### src/rtl/aet_pkg.sv
// Shared types, character codes and constants of the expression tokenizer.
// No dependencies; every other file imports this package.
package aet_pkg;

	localparam int CHAR_W      = 8;
	localparam int INT_W       = 32;
	localparam int FRAC_W      = 32;
	localparam int FRAC_ACC_W  = 30;
	localparam int CNT_W       = 4;
	localparam int FRAC_DIGITS = 9;
	localparam int DIV_STEP_W  = 6;

	// scan mode codes
	localparam logic [1:0] MODE_IDLE = 2'd0;
	localparam logic [1:0] MODE_INT  = 2'd1;
	localparam logic [1:0] MODE_FRAC = 2'd2;

	// token kinds
	localparam logic [1:0] KIND_NUM   = 2'd0;
	localparam logic [1:0] KIND_PAREN = 2'd1;
	localparam logic [1:0] KIND_OP    = 2'd2;
	localparam logic [1:0] KIND_END   = 2'd3;

	// operator priorities
	localparam logic [1:0] PRI_NONE = 2'd0;
	localparam logic [1:0] PRI_ADD  = 2'd1;
	localparam logic [1:0] PRI_MUL  = 2'd2;
	localparam logic [1:0] PRI_POW  = 2'd3;

	// character codes
	localparam logic [CHAR_W-1:0] CH_NUL    = 8'h00;
	localparam logic [CHAR_W-1:0] CH_SPACE  = 8'h20;
	localparam logic [CHAR_W-1:0] CH_DOT    = 8'h2E;
	localparam logic [CHAR_W-1:0] CH_ZERO   = 8'h30;
	localparam logic [CHAR_W-1:0] CH_NINE   = 8'h39;
	localparam logic [CHAR_W-1:0] CH_LPAREN = 8'h28;
	localparam logic [CHAR_W-1:0] CH_RPAREN = 8'h29;
	localparam logic [CHAR_W-1:0] CH_CARET  = 8'h5E;
	localparam logic [CHAR_W-1:0] CH_STAR   = 8'h2A;
	localparam logic [CHAR_W-1:0] CH_SLASH  = 8'h2F;
	localparam logic [CHAR_W-1:0] CH_PLUS   = 8'h2B;
	localparam logic [CHAR_W-1:0] CH_MINUS  = 8'h2D;

	localparam logic [INT_W-1:0] INT_LIMIT = {INT_W{1'b1}};

	// commands from the controller to the datapath
	typedef struct packed {
		logic capture;     // register the accepted character
		logic digit;       // fold a digit into the pending number
		logic start_num;   // begin a number with its first integer digit
		logic enter_frac;  // switch the pending number to its fraction
		logic div_start;   // start the fraction conversion
		logic load_num;    // put the number token in the output register
		logic load_chr;    // put the character token in the output register
	} cmd_t;

	// status from the datapath to the controller
	typedef struct packed {
		logic [1:0] mode;
		logic       is_digit;
		logic       is_dot;
		logic       is_space;
		logic       div_busy;
		logic       out_free;
	} status_t;

	// 10^n for n = 0..9, fits in 30 bits
	function automatic logic [FRAC_ACC_W-1:0] pow10(input logic [CNT_W-1:0] n);
		logic [FRAC_ACC_W-1:0] p;
		case (n)
			4'd0:    p = 30'd1;
			4'd1:    p = 30'd10;
			4'd2:    p = 30'd100;
			4'd3:    p = 30'd1000;
			4'd4:    p = 30'd10000;
			4'd5:    p = 30'd100000;
			4'd6:    p = 30'd1000000;
			4'd7:    p = 30'd10000000;
			4'd8:    p = 30'd100000000;
			4'd9:    p = 30'd1000000000;
			default: p = 30'd1;
		endcase
		return p;
	endfunction

endpackage

### src/rtl/aet_char_if.sv
// Character input channel: valid/ready handshake with one character per beat.
// Depends on aet_pkg.
interface aet_char_if import aet_pkg::*; ();
	logic              valid;
	logic              ready;
	logic [CHAR_W-1:0] char_code;

	modport source(output valid, output char_code, input ready);
	modport sink(input valid, input char_code, output ready);
endinterface

### src/rtl/aet_tok_if.sv
// Token output channel: valid/ready handshake with one token per beat.
// Depends on aet_pkg.
interface aet_tok_if import aet_pkg::*; ();
	logic              valid;
	logic              ready;
	logic [1:0]        token_kind;
	logic [INT_W-1:0]  int_part;
	logic [FRAC_W-1:0] frac_part;
	logic              overflowed;
	logic [CHAR_W-1:0] symbol;
	logic [1:0]        priority_res;
	logic              last_of_run;

	modport source(output valid, output token_kind, output int_part, output frac_part,
		output overflowed, output symbol, output priority_res, output last_of_run,
		input ready);
	modport sink(input valid, input token_kind, input int_part, input frac_part,
		input overflowed, input symbol, input priority_res, input last_of_run,
		output ready);
endinterface

### src/rtl/aet_div.sv
// Restoring divider for the fraction: floor(F * 2^32 / 10^n), one quotient bit a cycle.
// Depends on aet_pkg (pow10, widths).
module aet_div import aet_pkg::*; (
	input  logic                  clk,
	input  logic                  arst_n,
	input  logic                  start,
	input  logic [FRAC_ACC_W-1:0] numer,
	input  logic [CNT_W-1:0]      digits,
	output logic                  busy,
	output logic [FRAC_W-1:0]     quot
);

	logic [FRAC_ACC_W-1:0] rem_q;
	logic [FRAC_ACC_W-1:0] div_q;
	logic [FRAC_W-1:0]     quot_q;
	logic [DIV_STEP_W-1:0] step_q;
	logic [FRAC_ACC_W:0]   trial;
	logic [FRAC_ACC_W:0]   diff;
	logic                  ge;

	// remainder stays below the divisor, so one spare bit covers the shift
	assign trial = {rem_q, 1'b0};
	assign diff  = trial - {1'b0, div_q};
	assign ge    = trial >= {1'b0, div_q};

	always_ff @(posedge clk or negedge arst_n) begin
		if (!arst_n) begin
			step_q <= '0;
		end else if (start) begin
			step_q <= DIV_STEP_W'(FRAC_W);
		end else if (step_q != '0) begin
			step_q <= step_q - 1'b1;
		end
	end

	always_ff @(posedge clk) begin
		if (start) begin
			rem_q  <= numer;
			div_q  <= pow10(digits);
			quot_q <= '0;
		end else if (step_q != '0) begin
			rem_q  <= ge ? diff[FRAC_ACC_W-1:0] : trial[FRAC_ACC_W-1:0];
			quot_q <= {quot_q[FRAC_W-2:0], ge};
		end
	end

	assign busy = step_q != '0;
	assign quot = quot_q;

endmodule

### src/rtl/aet_dp.sv
// Tokenizer datapath: character register, number accumulators, fraction
// divider and the token output register. Depends on aet_pkg and aet_div.
module aet_dp import aet_pkg::*; (
	input  logic              clk,
	input  logic              arst_n,
	input  cmd_t              cmd,
	output status_t           sts,
	input  logic [CHAR_W-1:0] in_char,
	input  logic              out_ready,
	output logic              out_valid,
	output logic [1:0]        out_kind,
	output logic [INT_W-1:0]  out_int,
	output logic [FRAC_W-1:0] out_frac,
	output logic              out_ovf,
	output logic [CHAR_W-1:0] out_sym,
	output logic [1:0]        out_pri,
	output logic              out_last
);

	logic [CHAR_W-1:0]     char_q;
	logic [1:0]            mode_q;
	logic [INT_W-1:0]      int_q;
	logic                  sat_q;
	logic [FRAC_ACC_W-1:0] frac_q;
	logic [CNT_W-1:0]      cnt_q;

	logic                  out_valid_q;
	logic [1:0]            kind_q;
	logic [INT_W-1:0]      int_out_q;
	logic [FRAC_W-1:0]     frac_out_q;
	logic                  ovf_q;
	logic [CHAR_W-1:0]     sym_q;
	logic [1:0]            pri_q;
	logic                  last_q;

	logic [3:0]            dval;
	logic [INT_W+3:0]      int_x10;
	logic [FRAC_ACC_W-1:0] frac_x10;
	logic                  is_digit, is_dot, is_space, is_paren;
	logic [1:0]            chr_pri;
	logic                  div_busy;
	logic [FRAC_W-1:0]     div_quot;
	logic                  out_free;

	assign dval     = char_q[3:0];
	assign is_digit = char_q inside {[CH_ZERO:CH_NINE]};
	assign is_dot   = char_q == CH_DOT;
	assign is_space = char_q == CH_SPACE;
	assign is_paren = char_q inside {CH_LPAREN, CH_RPAREN};
	assign out_free = !out_valid_q || out_ready;

	// times ten as shift and add
	assign int_x10  = ({4'b0, int_q} << 3) + ({4'b0, int_q} << 1) + {{INT_W{1'b0}}, dval};
	assign frac_x10 = (frac_q << 3) + (frac_q << 1) + {{(FRAC_ACC_W-4){1'b0}}, dval};

	always_comb begin
		case (char_q)
			CH_CARET:          chr_pri = PRI_POW;
			CH_STAR, CH_SLASH: chr_pri = PRI_MUL;
			CH_PLUS, CH_MINUS: chr_pri = PRI_ADD;
			default:           chr_pri = PRI_NONE;
		endcase
	end

	aet_div u_div (
		.clk    (clk),
		.arst_n (arst_n),
		.start  (cmd.div_start),
		.numer  (frac_q),
		.digits (cnt_q),
		.busy   (div_busy),
		.quot   (div_quot)
	);

	always_ff @(posedge clk or negedge arst_n) begin
		if (!arst_n) begin
			char_q <= CH_NUL;
			mode_q <= MODE_IDLE;
			int_q  <= '0;
			sat_q  <= 1'b0;
			frac_q <= '0;
			cnt_q  <= '0;
		end else begin
			if (cmd.capture) begin
				char_q <= in_char;
			end
			if (cmd.digit) begin
				if (mode_q == MODE_INT) begin
					if (sat_q || int_x10[INT_W+3:INT_W] != '0) begin
						int_q <= INT_LIMIT;
						sat_q <= 1'b1;
					end else begin
						int_q <= int_x10[INT_W-1:0];
					end
				end else if (cnt_q < CNT_W'(FRAC_DIGITS)) begin
					frac_q <= frac_x10;
					cnt_q  <= cnt_q + 1'b1;
				end
			end
			if (cmd.start_num) begin
				int_q  <= {{(INT_W-4){1'b0}}, dval};
				mode_q <= MODE_INT;
			end
			if (cmd.enter_frac) begin
				mode_q <= MODE_FRAC;
			end
			if (cmd.load_num) begin
				// a dot that ends a number opens the fraction of the next one
				int_q  <= '0;
				sat_q  <= 1'b0;
				frac_q <= '0;
				cnt_q  <= '0;
				mode_q <= is_dot ? MODE_FRAC : MODE_IDLE;
			end
		end
	end

	always_ff @(posedge clk or negedge arst_n) begin
		if (!arst_n) begin
			out_valid_q <= 1'b0;
		end else if (cmd.load_num || cmd.load_chr) begin
			out_valid_q <= 1'b1;
		end else if (out_ready) begin
			out_valid_q <= 1'b0;
		end
	end

	always_ff @(posedge clk) begin
		if (cmd.load_num) begin
			kind_q     <= KIND_NUM;
			int_out_q  <= int_q;
			frac_out_q <= div_quot;
			ovf_q      <= sat_q;
			sym_q      <= CH_NUL;
			pri_q      <= PRI_NONE;
			last_q     <= is_dot || is_space;
		end else if (cmd.load_chr) begin
			kind_q     <= (char_q == CH_NUL) ? KIND_END : (is_paren ? KIND_PAREN : KIND_OP);
			int_out_q  <= '0;
			frac_out_q <= '0;
			ovf_q      <= 1'b0;
			sym_q      <= char_q;
			pri_q      <= (is_paren || char_q == CH_NUL) ? PRI_NONE : chr_pri;
			last_q     <= 1'b1;
		end
	end

	assign sts.mode     = mode_q;
	assign sts.is_digit = is_digit;
	assign sts.is_dot   = is_dot;
	assign sts.is_space = is_space;
	assign sts.div_busy = div_busy;
	assign sts.out_free = out_free;

	assign out_valid = out_valid_q;
	assign out_kind  = kind_q;
	assign out_int   = int_out_q;
	assign out_frac  = frac_out_q;
	assign out_ovf   = ovf_q;
	assign out_sym   = sym_q;
	assign out_pri   = pri_q;
	assign out_last  = last_q;

endmodule

### src/rtl/aet_ctrl.sv
// Tokenizer controller: sequences accept, decode, fraction division and token loads.
// Depends on aet_pkg.
module aet_ctrl import aet_pkg::*; (
	input  logic    clk,
	input  logic    arst_n,
	input  logic    in_valid,
	output logic    in_ready,
	input  status_t sts,
	output cmd_t    cmd
);

	localparam logic [2:0] S_IN  = 3'd0;
	localparam logic [2:0] S_DEC = 3'd1;
	localparam logic [2:0] S_DIV = 3'd2;
	localparam logic [2:0] S_NUM = 3'd3;
	localparam logic [2:0] S_CHR = 3'd4;

	logic [2:0] state_q;
	logic [2:0] state_nx;

	assign in_ready = state_q == S_IN;

	always_comb begin
		cmd      = '0;
		state_nx = state_q;
		case (state_q)
			S_IN: begin
				if (in_valid) begin
					cmd.capture = 1'b1;
					state_nx    = S_DEC;
				end
			end
			S_DEC: begin
				if (sts.mode != MODE_IDLE) begin
					if (sts.is_digit) begin
						cmd.digit = 1'b1;
						state_nx  = S_IN;
					end else if (sts.is_dot && sts.mode == MODE_INT) begin
						cmd.enter_frac = 1'b1;
						state_nx       = S_IN;
					end else begin
						cmd.div_start = 1'b1;
						state_nx      = S_DIV;
					end
				end else if (sts.is_space) begin
					state_nx = S_IN;
				end else if (sts.is_digit) begin
					cmd.start_num = 1'b1;
					state_nx      = S_IN;
				end else if (sts.is_dot) begin
					cmd.enter_frac = 1'b1;
					state_nx       = S_IN;
				end else begin
					state_nx = S_CHR;
				end
			end
			S_DIV: begin
				if (!sts.div_busy) begin
					state_nx = S_NUM;
				end
			end
			S_NUM: begin
				if (sts.out_free) begin
					cmd.load_num = 1'b1;
					state_nx     = (sts.is_dot || sts.is_space) ? S_IN : S_CHR;
				end
			end
			S_CHR: begin
				if (sts.out_free) begin
					cmd.load_chr = 1'b1;
					state_nx     = S_IN;
				end
			end
			default: begin
				state_nx = S_IN;
			end
		endcase
	end

	always_ff @(posedge clk or negedge arst_n) begin
		if (!arst_n) begin
			state_q <= S_IN;
		end else begin
			state_q <= state_nx;
		end
	end

endmodule

### src/rtl/arithmetic_expression_tokenizer_top.sv
// Arithmetic expression tokenizer, top level.
// Depends on aet_pkg, aet_char_if, aet_tok_if, aet_ctrl and aet_dp.
//
// Usage:
//   chars  (sink)   one character beat per accepted valid/ready pair.
//   tokens (source) one token beat per accepted valid/ready pair.
// Digits, the first dot of a number and spaces between tokens are each
// taken as a beat in S_IN and decoded in S_DEC. A character that ends a
// number starts the fraction conversion, a restoring divider that yields
// one quotient bit a cycle; the number token is loaded in S_NUM once the
// divider is done and the output register is free, and unless the ending
// character is a dot or a space its own token follows from S_CHR. Plain
// operator, paren and end tokens go through S_IN, S_DEC and S_CHR.
// The token output register holds a finished token while the controller
// returns to take the next character; the tokenizer only waits on a stalled
// receiver when it has a new token to load. Hold tokens.ready low and the
// current token stays put until it is taken.
// Reset (arst_n low) drops any pending number, clears the output register
// and returns the scanner to idle. A NUL character flushes a pending number
// and emits an end token, leaving the scanner idle again.
module arithmetic_expression_tokenizer_top import aet_pkg::*; (
	input logic        clk,
	input logic        arst_n,
	aet_char_if.sink   chars,
	aet_tok_if.source  tokens
);

	cmd_t    cmd;
	status_t sts;

	// controller: state machine only, no payload
	aet_ctrl u_ctrl (
		.clk      (clk),
		.arst_n   (arst_n),
		.in_valid (chars.valid),
		.in_ready (chars.ready),
		.sts      (sts),
		.cmd      (cmd)
	);

	// datapath: accumulators, divider and token register
	aet_dp u_dp (
		.clk       (clk),
		.arst_n    (arst_n),
		.cmd       (cmd),
		.sts       (sts),
		.in_char   (chars.char_code),
		.out_ready (tokens.ready),
		.out_valid (tokens.valid),
		.out_kind  (tokens.token_kind),
		.out_int   (tokens.int_part),
		.out_frac  (tokens.frac_part),
		.out_ovf   (tokens.overflowed),
		.out_sym   (tokens.symbol),
		.out_pri   (tokens.priority_res),
		.out_last  (tokens.last_of_run)
	);

endmodule

### src/flat_wrapper.sv
// flat-port wrapper written by rule: the top's interface ports become plain ports
module arithmetic_expression_tokenizer_top_flat import aet_pkg::*;
  (clk, arst_n, chars_valid, chars_char_code, chars_ready, tokens_valid, tokens_token_kind, tokens_int_part, tokens_frac_part, tokens_overflowed, tokens_symbol, tokens_priority_res, tokens_last_of_run, tokens_ready);
  aet_char_if chars_i ();
  aet_tok_if tokens_i ();
  input logic clk;
  input logic arst_n;
  input wire logic [$bits(chars_i.valid)-1:0] chars_valid;
  input wire logic [$bits(chars_i.char_code)-1:0] chars_char_code;
  output wire logic [$bits(chars_i.ready)-1:0] chars_ready;
  output wire logic [$bits(tokens_i.valid)-1:0] tokens_valid;
  output wire logic [$bits(tokens_i.token_kind)-1:0] tokens_token_kind;
  output wire logic [$bits(tokens_i.int_part)-1:0] tokens_int_part;
  output wire logic [$bits(tokens_i.frac_part)-1:0] tokens_frac_part;
  output wire logic [$bits(tokens_i.overflowed)-1:0] tokens_overflowed;
  output wire logic [$bits(tokens_i.symbol)-1:0] tokens_symbol;
  output wire logic [$bits(tokens_i.priority_res)-1:0] tokens_priority_res;
  output wire logic [$bits(tokens_i.last_of_run)-1:0] tokens_last_of_run;
  input wire logic [$bits(tokens_i.ready)-1:0] tokens_ready;
  assign chars_i.valid = chars_valid;
  assign chars_i.char_code = chars_char_code;
  assign chars_ready = chars_i.ready;
  assign tokens_valid = tokens_i.valid;
  assign tokens_token_kind = tokens_i.token_kind;
  assign tokens_int_part = tokens_i.int_part;
  assign tokens_frac_part = tokens_i.frac_part;
  assign tokens_overflowed = tokens_i.overflowed;
  assign tokens_symbol = tokens_i.symbol;
  assign tokens_priority_res = tokens_i.priority_res;
  assign tokens_last_of_run = tokens_i.last_of_run;
  assign tokens_i.ready = tokens_ready;
  arithmetic_expression_tokenizer_top u_core (.clk(clk), .arst_n(arst_n), .chars(chars_i), .tokens(tokens_i));
endmodule
### config.mk
export PLATFORM = sky130hd
export DESIGN_NAME = arithmetic_expression_tokenizer_top_flat
export DESIGN_NICKNAME = d
export VERILOG_FILES = /design/src/rtl/aet_pkg.sv /design/src/rtl/aet_char_if.sv /design/src/rtl/aet_tok_if.sv /design/src/rtl/aet_div.sv /design/src/rtl/aet_dp.sv /design/src/rtl/aet_ctrl.sv /design/src/rtl/arithmetic_expression_tokenizer_top.sv /design/src/flat_wrapper.sv
export SDC_FILE = /design/constraint.sdc
export NUM_CORES = 1
export LEC_CHECK = 0
export ABC_CLOCK_PERIOD_IN_PS = 4000
export BUFFER_PORTS_ARGS = -buffer_cell sky130_fd_sc_hd__buf_2
export CAP_MARGIN = 0
export CORE_UTILIZATION = 40
export CTS_BUF_LIST = sky130_fd_sc_hd__clkbuf_8 sky130_fd_sc_hd__clkbuf_16
export DETAILED_ROUTE_END_ITERATION = 10
export REMOVE_ABC_BUFFERS = 1
export SLEW_MARGIN = 20
export SYNTH_ARGS = -nofsm -noshare
export SYNTH_HDL_FRONTEND = slang
export SYNTH_SLANG_ARGS = --single-unit
### constraint.sdc
create_clock -name clk -period 4 [get_ports clk]
set_input_delay 0 -clock clk [delete_from_list [all_inputs] [get_ports clk]]
set_output_delay 0 -clock clk [all_outputs]
set_load 0.01 [all_outputs]
* Word level (Yosys, flattened, before mapping)
Memory sizes are Yosys's and may differ from the RTL's. A register that Yosys moved wholly into a read port is not among the register bits.
Cells that the tools add are included.
** Word-level totals
- Bits in read-only memories :: 480
- Output and inout port bits :: 80
- Input bits :: 12
- Latch bits :: 0
- Register bits :: 227
- Memory bits (writable) :: 0
- Memories kept :: 1
** Operators by class
- Add/subtract/negate cells :: 7
- Shift-type cells :: 0
- Eq/ne operators :: 19
- Bitwise operators :: 0
- Reductions and logical operators :: 30
- Div/mod/pow operators :: 0
- Order comparisons :: 4
- Muxes and demuxes :: 68
- Multipliers :: 0
** Memory list
- (no name shown) :: words 16, bits a word 30, read ports 1, clocked after memory_dff 1, wr ports 0, line aet_pkg.sv:70 : case (n)
** Operator list (number)
- 32-bit two-way mux :: 8
- 30-bit two-way mux :: 7
- 8-bit by 6-bit == test with 1-bit output, second input constant :: 8
- 35-bit by 33-bit adder with 36-bit output :: 1
- 36-bit by 4-bit adder with 36-bit output :: 1
- 31-bit by 30-bit >= comparator with 1-bit output :: 1
- 30-bit adder :: 1
- 30-bit by 4-bit adder with 30-bit output :: 1
- 3-bit two-way mux :: 10
- 30-bit subtractor :: 1
- 1-bit two-way mux :: 24
- 2-bit two-way mux :: 10
- 4-bit two-way mux :: 5
- 2-bit nonzero test :: 9
- 3-bit one-hot mux with 5 select lines :: 1
- 6-bit two-way mux :: 2
- 2-bit inequality test, second input constant :: 5
- 3-bit nonzero test :: 3
- 8-bit by 7-bit == test with 1-bit output, second input constant :: 1
- 8-bit by 6-bit >= comparator with 1-bit output, second input constant :: 1
- 8-bit by 6-bit less-or-equal comparator with 1-bit output, second input constant :: 1
- 8-bit zero test :: 1
- 3-bit by 2-bit == test with 1-bit output, second input constant :: 2
- 2-bit one-hot mux with 3 select lines :: 1
- 16 further kinds :: 23

* Logic depth before layout (Yosys ltp)
- Word-level depth :: 9
- Depth in mapped cells :: 15
- Depth with buffers taken out :: 14

* By module
Synthesis repeated with hierarchy kept, for this count alone.
** Unflattened totals
- Cells, all modules :: 1680
- Area total of the unflattened synthesis :: 16024.1 sq um
** Modules (own cells, without submodules)
- aet_dp :: cells an instance 1000, instances 1, area an instance 10067.2 sq um
- aet_div :: cells an instance 642, instances 1, area an instance 5685.5 sq um
- aet_ctrl :: cells an instance 38, instances 1, area an instance 271.5 sq um

* Least setup slack after synthesis
No wires, ideal clock.
- Kind :: register to register
- Start :: register u_core.u_dp.char_q[3]
- End :: register u_core.u_dp.int_q[15]
- Data required time :: 3876 ps
- Period minus slack after synthesis :: 3803 ps
- Path buffers :: 1
- Cell stages (with the launch flop) :: 15
- Path slack :: 197 ps
- Data arrival time :: 3679 ps
- Setup time :: 124 ps
- Cells stage by stage :: dfrtp_1 fa_1 inv_1 fa_1 nor2b_1 o21a_1 o21ai_1 a211oi_1 a211oi_2 o21ai_1 a41oi_1 xor2_2 a21oi_2 buf_6 a211o_1
** Between the ends
- Longest elaborated chain between the ends :: 8
- Elaborated cells between the ends (all ways) :: 20
** Ends and longest elaborated chain
- start, declared :: line aet_dp.sv:20 : logic [CHAR_W-1:0] char_q;
- start signal, assigned :: line aet_dp.sv:85 : char_q <= in_char;
- 36-bit by 4-bit adder with 36-bit output (tied with other cells) :: line aet_dp.sv:53 : assign int_x10 = ({4'b0, int_q} << 3) + ({4'b0, int_q} << 1) + {{INT_W{1'b0}}, dval};
- 4-bit nonzero test / 1-bit logical AND (equally long branches) :: line aet_dp.sv:89, aet_dp.sv:46
- 1-bit logical OR / 1-bit two-way mux (equally long branches) :: line aet_dp.sv:89, aet_ctrl.sv:35, aet_ctrl.sv:47
- 32-bit two-way mux / 2-bit two-way mux (equally long branches) :: line aet_dp.sv:89, aet_ctrl.sv:45
- 32-bit two-way mux / 1-bit two-way mux (equally long branches) :: line aet_dp.sv:88, aet_ctrl.sv:34
- 32-bit two-way mux / 4-bit two-way mux (equally long branches) :: line aet_dp.sv:87, aet_ctrl.sv:26
- 32-bit two-way mux / 3-bit nonzero test (equally long branches)
- 32-bit two-way mux / 2-bit AND reduction (equally long branches)
- end signal, assigned :: line aet_dp.sv:93 : int_q <= int_x10[INT_W-1:0];
- end signal, assigned :: line aet_dp.sv:101 : int_q <= {{(INT_W-4){1'b0}}, dval};
- end, declared :: line aet_dp.sv:22 : logic [INT_W-1:0] int_q;
Parallel ways exist; a longest one is shown, timed or not. The select of a mux whose other input is x is not followed.
A chain may end at the register's enable or synchronous reset.

* Worst setup path after layout
- Start :: register u_core.u_dp.int_q[0]
- End :: register u_core.u_dp.int_q[24]
** Between the ends
- Longest elaborated chain between the ends :: 9
** Ends and longest elaborated chain
- 35-bit by 33-bit adder with 36-bit output * :: line aet_dp.sv:53
- 36-bit by 4-bit adder with 36-bit output * :: line aet_dp.sv:53
- 4-bit nonzero test :: line aet_dp.sv:89 : if (sat_q || int_x10[INT_W+3:INT_W] != '0) begin
- 1-bit logical OR :: line aet_dp.sv:89
- 32-bit two-way mux * :: line aet_dp.sv:89
- 32-bit two-way mux * :: line aet_dp.sv:88 : if (mode_q == MODE_INT) begin
- 32-bit two-way mux * :: line aet_dp.sv:87 : if (cmd.digit) begin
- 32-bit two-way mux * :: line aet_dp.sv:100 : if (cmd.start_num) begin
- 32-bit two-way mux * :: line aet_dp.sv:107 : if (cmd.load_num) begin
Mark *: on every way between the ends. The rest lies on a longest branch, timed or not. The select of a mux whose other input is x is not followed.

==> impl_metrics.yaml <==
routing:
  drc_errors: 0
  via_per_inst: 5.45
  firstDrtPassIters: 5
  wl_mm: 37.9
  wl_per_cell_um: 16.9
  drt_iter0_drc: 538
  ant_nets: 0
  vias: 12192
power:
  swShare: 0.387
  vdd.ir_drop.worst_mv: 0.382
  pwr-share-comb: 0.441
  p_clk_frac: 0.209
  powerDensity_nw_per_um2: 705
  p_seq_frac: 0.349
  p_leak_nw: 8.16
  intPower_mw: 7.69
  p_switching_mw: 4.85
  power_mw: 12.5
placement:
  dp.cells: 2170
  place.gp.congestion: 0.878
  hpwl_mm: 27.0
  port_buffers: 91
die:
  rows: 71
  fp.coreArea_um2: 38000
  ios: 92
  die_x_um: 199
  dieArea_um2: 39700
  initial_core_util: 0.410
  die_height_um: 199
layout:
  area_growth_pct: 14.3
  layout_common_cells: "172 x nand2_1, 155 x ha_1, 129 x a21oi_1"
  nNetsFinal: 1876
  fin_cells: 2237
  drive_gt1_frac: 0.118
  antenna_cells: 0
  fillers: 3647
  layout_commonest_cell: "nand2_1"
global_route:
  grt_pass1_wl_mm: 61.8
  grt_max_degree: 67
  first_global_vias: 12096
  track_usage: 0.193
  grt_overflow_total: 0
  antenna_found_initial: 0
flow_run:
  drv_cap: 0
timing:
  skew_ns: 0.0224
  holdWs_ns: 0.0543
  drv_slew: 0
  worstMarginPinSlew_ns: 0.843
  setup_violations: 0
  max_freq_ghz: 0.267
  slew_headroom: 0.438
  finalCritPeriodShare: 0.938
  rsz0062_at_grt: "no"
  period_needed_ns: 3.75
  hold_violations: 0
critical_path:
  cpMostUsedCell: "a21oi_2"
  cp.arrival_ns: 4.18
  path_class: "reg -> reg"
  critPathCaptureType: "flop"
  path_max_fanout: 14
  required_ns: 4.42
  crit_path_top_delay_cell: "fa_1"
  crit_chain: "fa_1 -> ha_1 -> a21o_1 -> a21oi_1 -> o21ai_1 -> a41oi_4 -> a21oi_2 -> a211o_1 -> a31o_1 -> a211oi_4 -> a21oi_2 -> buf_4 -> a221o_1"
  worst_setup_path_start_kind: "flop"
  max_stage_delay_ns: 0.50
logic_synthesis:
  synth_edf_count: 119
  ys_ff_latch: 250
  synth.distinct_cells: 73
  avgSynthCellArea_um2: 9.71
  synthCells: 1605
  yosysWarnings: 0
  syn_area_um2: 15600
  synthArstFlopShare: 0.348
  yosysSeqAreaShare: 0.426
  synth_ff_type: "edfxtp_1"
clock_network:
  h-tree-depth: 1
  cts_tree: "done"
  cts_max_path_buffers: 3
  insertion_delay_ns: 0.56
  cts_root_buf: "clkbuf_16"
  clk_pin_slew_worst_paths_ns: 0.06
  numCtsBuffers: 29
  clock-sinks: 250
hold_path:
  hold_class: "in -> async"
run_status:
  outcome: "completed"
final cells by class:
type / instances / area, um2 / share of cell area
multi-input cells: 1213 / 8440 / 0.474
flip-flops and latches: 250 / 6630 / 0.373
clock buffers: 38 / 895 / 0.0503
repair buffers: 138 / 853 / 0.0479
well taps: 511 / 639 / 0.0359
inverters: 72 / 272 / 0.0153
clock inverters: 15 / 72.6 / 0.00408
registers in the layout, summed over array words and instances (netlist names), 4 cells and up:
| signal | count |
|---|---|
| u_core.u_dp.int_q | 32 |
| u_core.u_dp.u_div.div_q | 23 |
| u_core.u_dp.out_frac | 32 |
| u_core.u_dp.u_div.rem_q | 30 |
| u_core.u_dp.u_div.quot | 32 |
| u_core.u_dp.frac_q | 30 |
| u_core.u_dp.cnt_q | 4 |
| u_core.u_dp.out_int | 32 |
| u_core.u_dp.u_div.step_q | 6 |
| u_core.u_dp.char_q | 8 |
| u_core.u_dp.out_sym | 8 |
cell families after synthesis:
group	count (synthesis)	share of synthesized area
buffers and inverters	142	0.0355
adder cells (fa/ha/maj)	160	0.131
AND/OR/NAND/NOR	528	0.166
AO/OA/AOI/OAI	407	0.171
multiplexers	39	0.0258
flip-flops	250	0.426
XOR/XNOR	79	0.0449
what timing repair did:
action | 4_1_cts | 5_1_grt
buffers inserted | 0 | 2
hold buffers | 12 | 0
endpoints found under the setup margin | 11 | 33
hold endpoints to repair | 63 | 0
pin swaps | 0 | 2
gates resized for setup | 1 | 3
stage by stage:
step	cell area, um2	worst slack, ns	util	setup TNS [ns]
2_1_floorplan	15300	-0.207	-	-7.81
3_3_place_gp	16700	0.107	0.439	0
3_5_place_dp	16700	0.0189	0.439	0
4_1_cts	17800	0.133	0.467	0
5_1_grt	17800	0.00200	0.468	0
6_report	17800	0.249	0.468	0
critical path: cells and delay by family, from the launching register on:
family                   cells  cell delay (ns)
buffers and inverters        1             0.21
adder cells (fa/ha/maj)      2             0.81
AO/OA/AOI/OAI               10             2.18
flip-flops                   1             0.42
cell usage after synthesis, types with 5 or more instances:
cell / n / area share
o21ai_1: 8 / 0.0026
mux2_2: 9 / 0.0065
nand2_1: 173 / 0.042
nand3_1: 61 / 0.020
o21bai_1: 20 / 0.0096
nor2b_1: 15 / 0.0060
xor2_1: 24 / 0.013
a221o_1: 26 / 0.017
ha_1: 155 / 0.12
a211o_1: 8 / 0.0045
o31ai_1: 9 / 0.0043
edfxtp_1: 119 / 0.23
or2_2: 5 / 0.0020
and3_1: 13 / 0.0052
dfxtp_1: 44 / 0.057
a2111oi_0: 5 / 0.0028
nor2_1: 87 / 0.021
a21oi_1: 129 / 0.041
inv_1: 72 / 0.017
nor4_1: 8 / 0.0032
xnor2_1: 54 / 0.030
o211ai_1: 7 / 0.0034
and4_1: 7 / 0.0039
a211oi_1: 9 / 0.0043
a31oi_1: 10 / 0.0040
o21a_1: 11 / 0.0053
or3_1: 9 / 0.0036
nor3_1: 29 / 0.0093
fa_1: 5 / 0.0064
clkbuf_1: 58 / 0.014
o311ai_0: 5 / 0.0028
buf_1: 6 / 0.0014
and2_1: 74 / 0.030
dfrtp_1: 87 / 0.14
o21ai_0: 85 / 0.027
nand4_1: 7 / 0.0028
a21o_1: 34 / 0.016
mux2i_1: 30 / 0.019
nand2b_1: 23 / 0.0092
final timing paths:
kind                                        startpoint                      to  slack [ns]  cells after the start
worst max register to register    u_core.u_dp.int_q[0]   u_core.u_dp.int_q[24]        0.25                     13
min in group clk                    chars_char_code[4]   u_core.u_dp.char_q[4]        0.23                      3
max in group asynchronous                       arst_n    u_core.u_dp.int_q[7]        2.96                      3
worst max-delay path              u_core.u_dp.int_q[0]   u_core.u_dp.int_q[24]        0.25                     13
worst min register to register  u_core.u_dp.out_sym[0]  u_core.u_dp.out_sym[0]        0.45                      2
worst min-delay path                            arst_n   u_core.u_dp.char_q[4]        0.05                      2
power by group through the flow:
stage / clock network, mW / logic [mW] / registers [mW]
after floorplan: 0 / 4.01 / 4.35
after global placement: 0 / 5.39 / 4.40
after detailed placement: 0 / 5.51 / 4.42
after CTS: 2.70 / 5.56 / 4.38
after global routing: 2.78 / 6.26 / 4.49
final: 2.63 / 5.53 / 4.38
routing by layer:
metal  GRT usage  up-vias  share of wire
li1            -     6028              -
met1       0.257     5924           0.46
met2       0.331      188           0.48
met3      0.0199       52          0.031
met4      0.0580        0          0.024
met5           0        -              0
(Power assumes the default switching activity.)
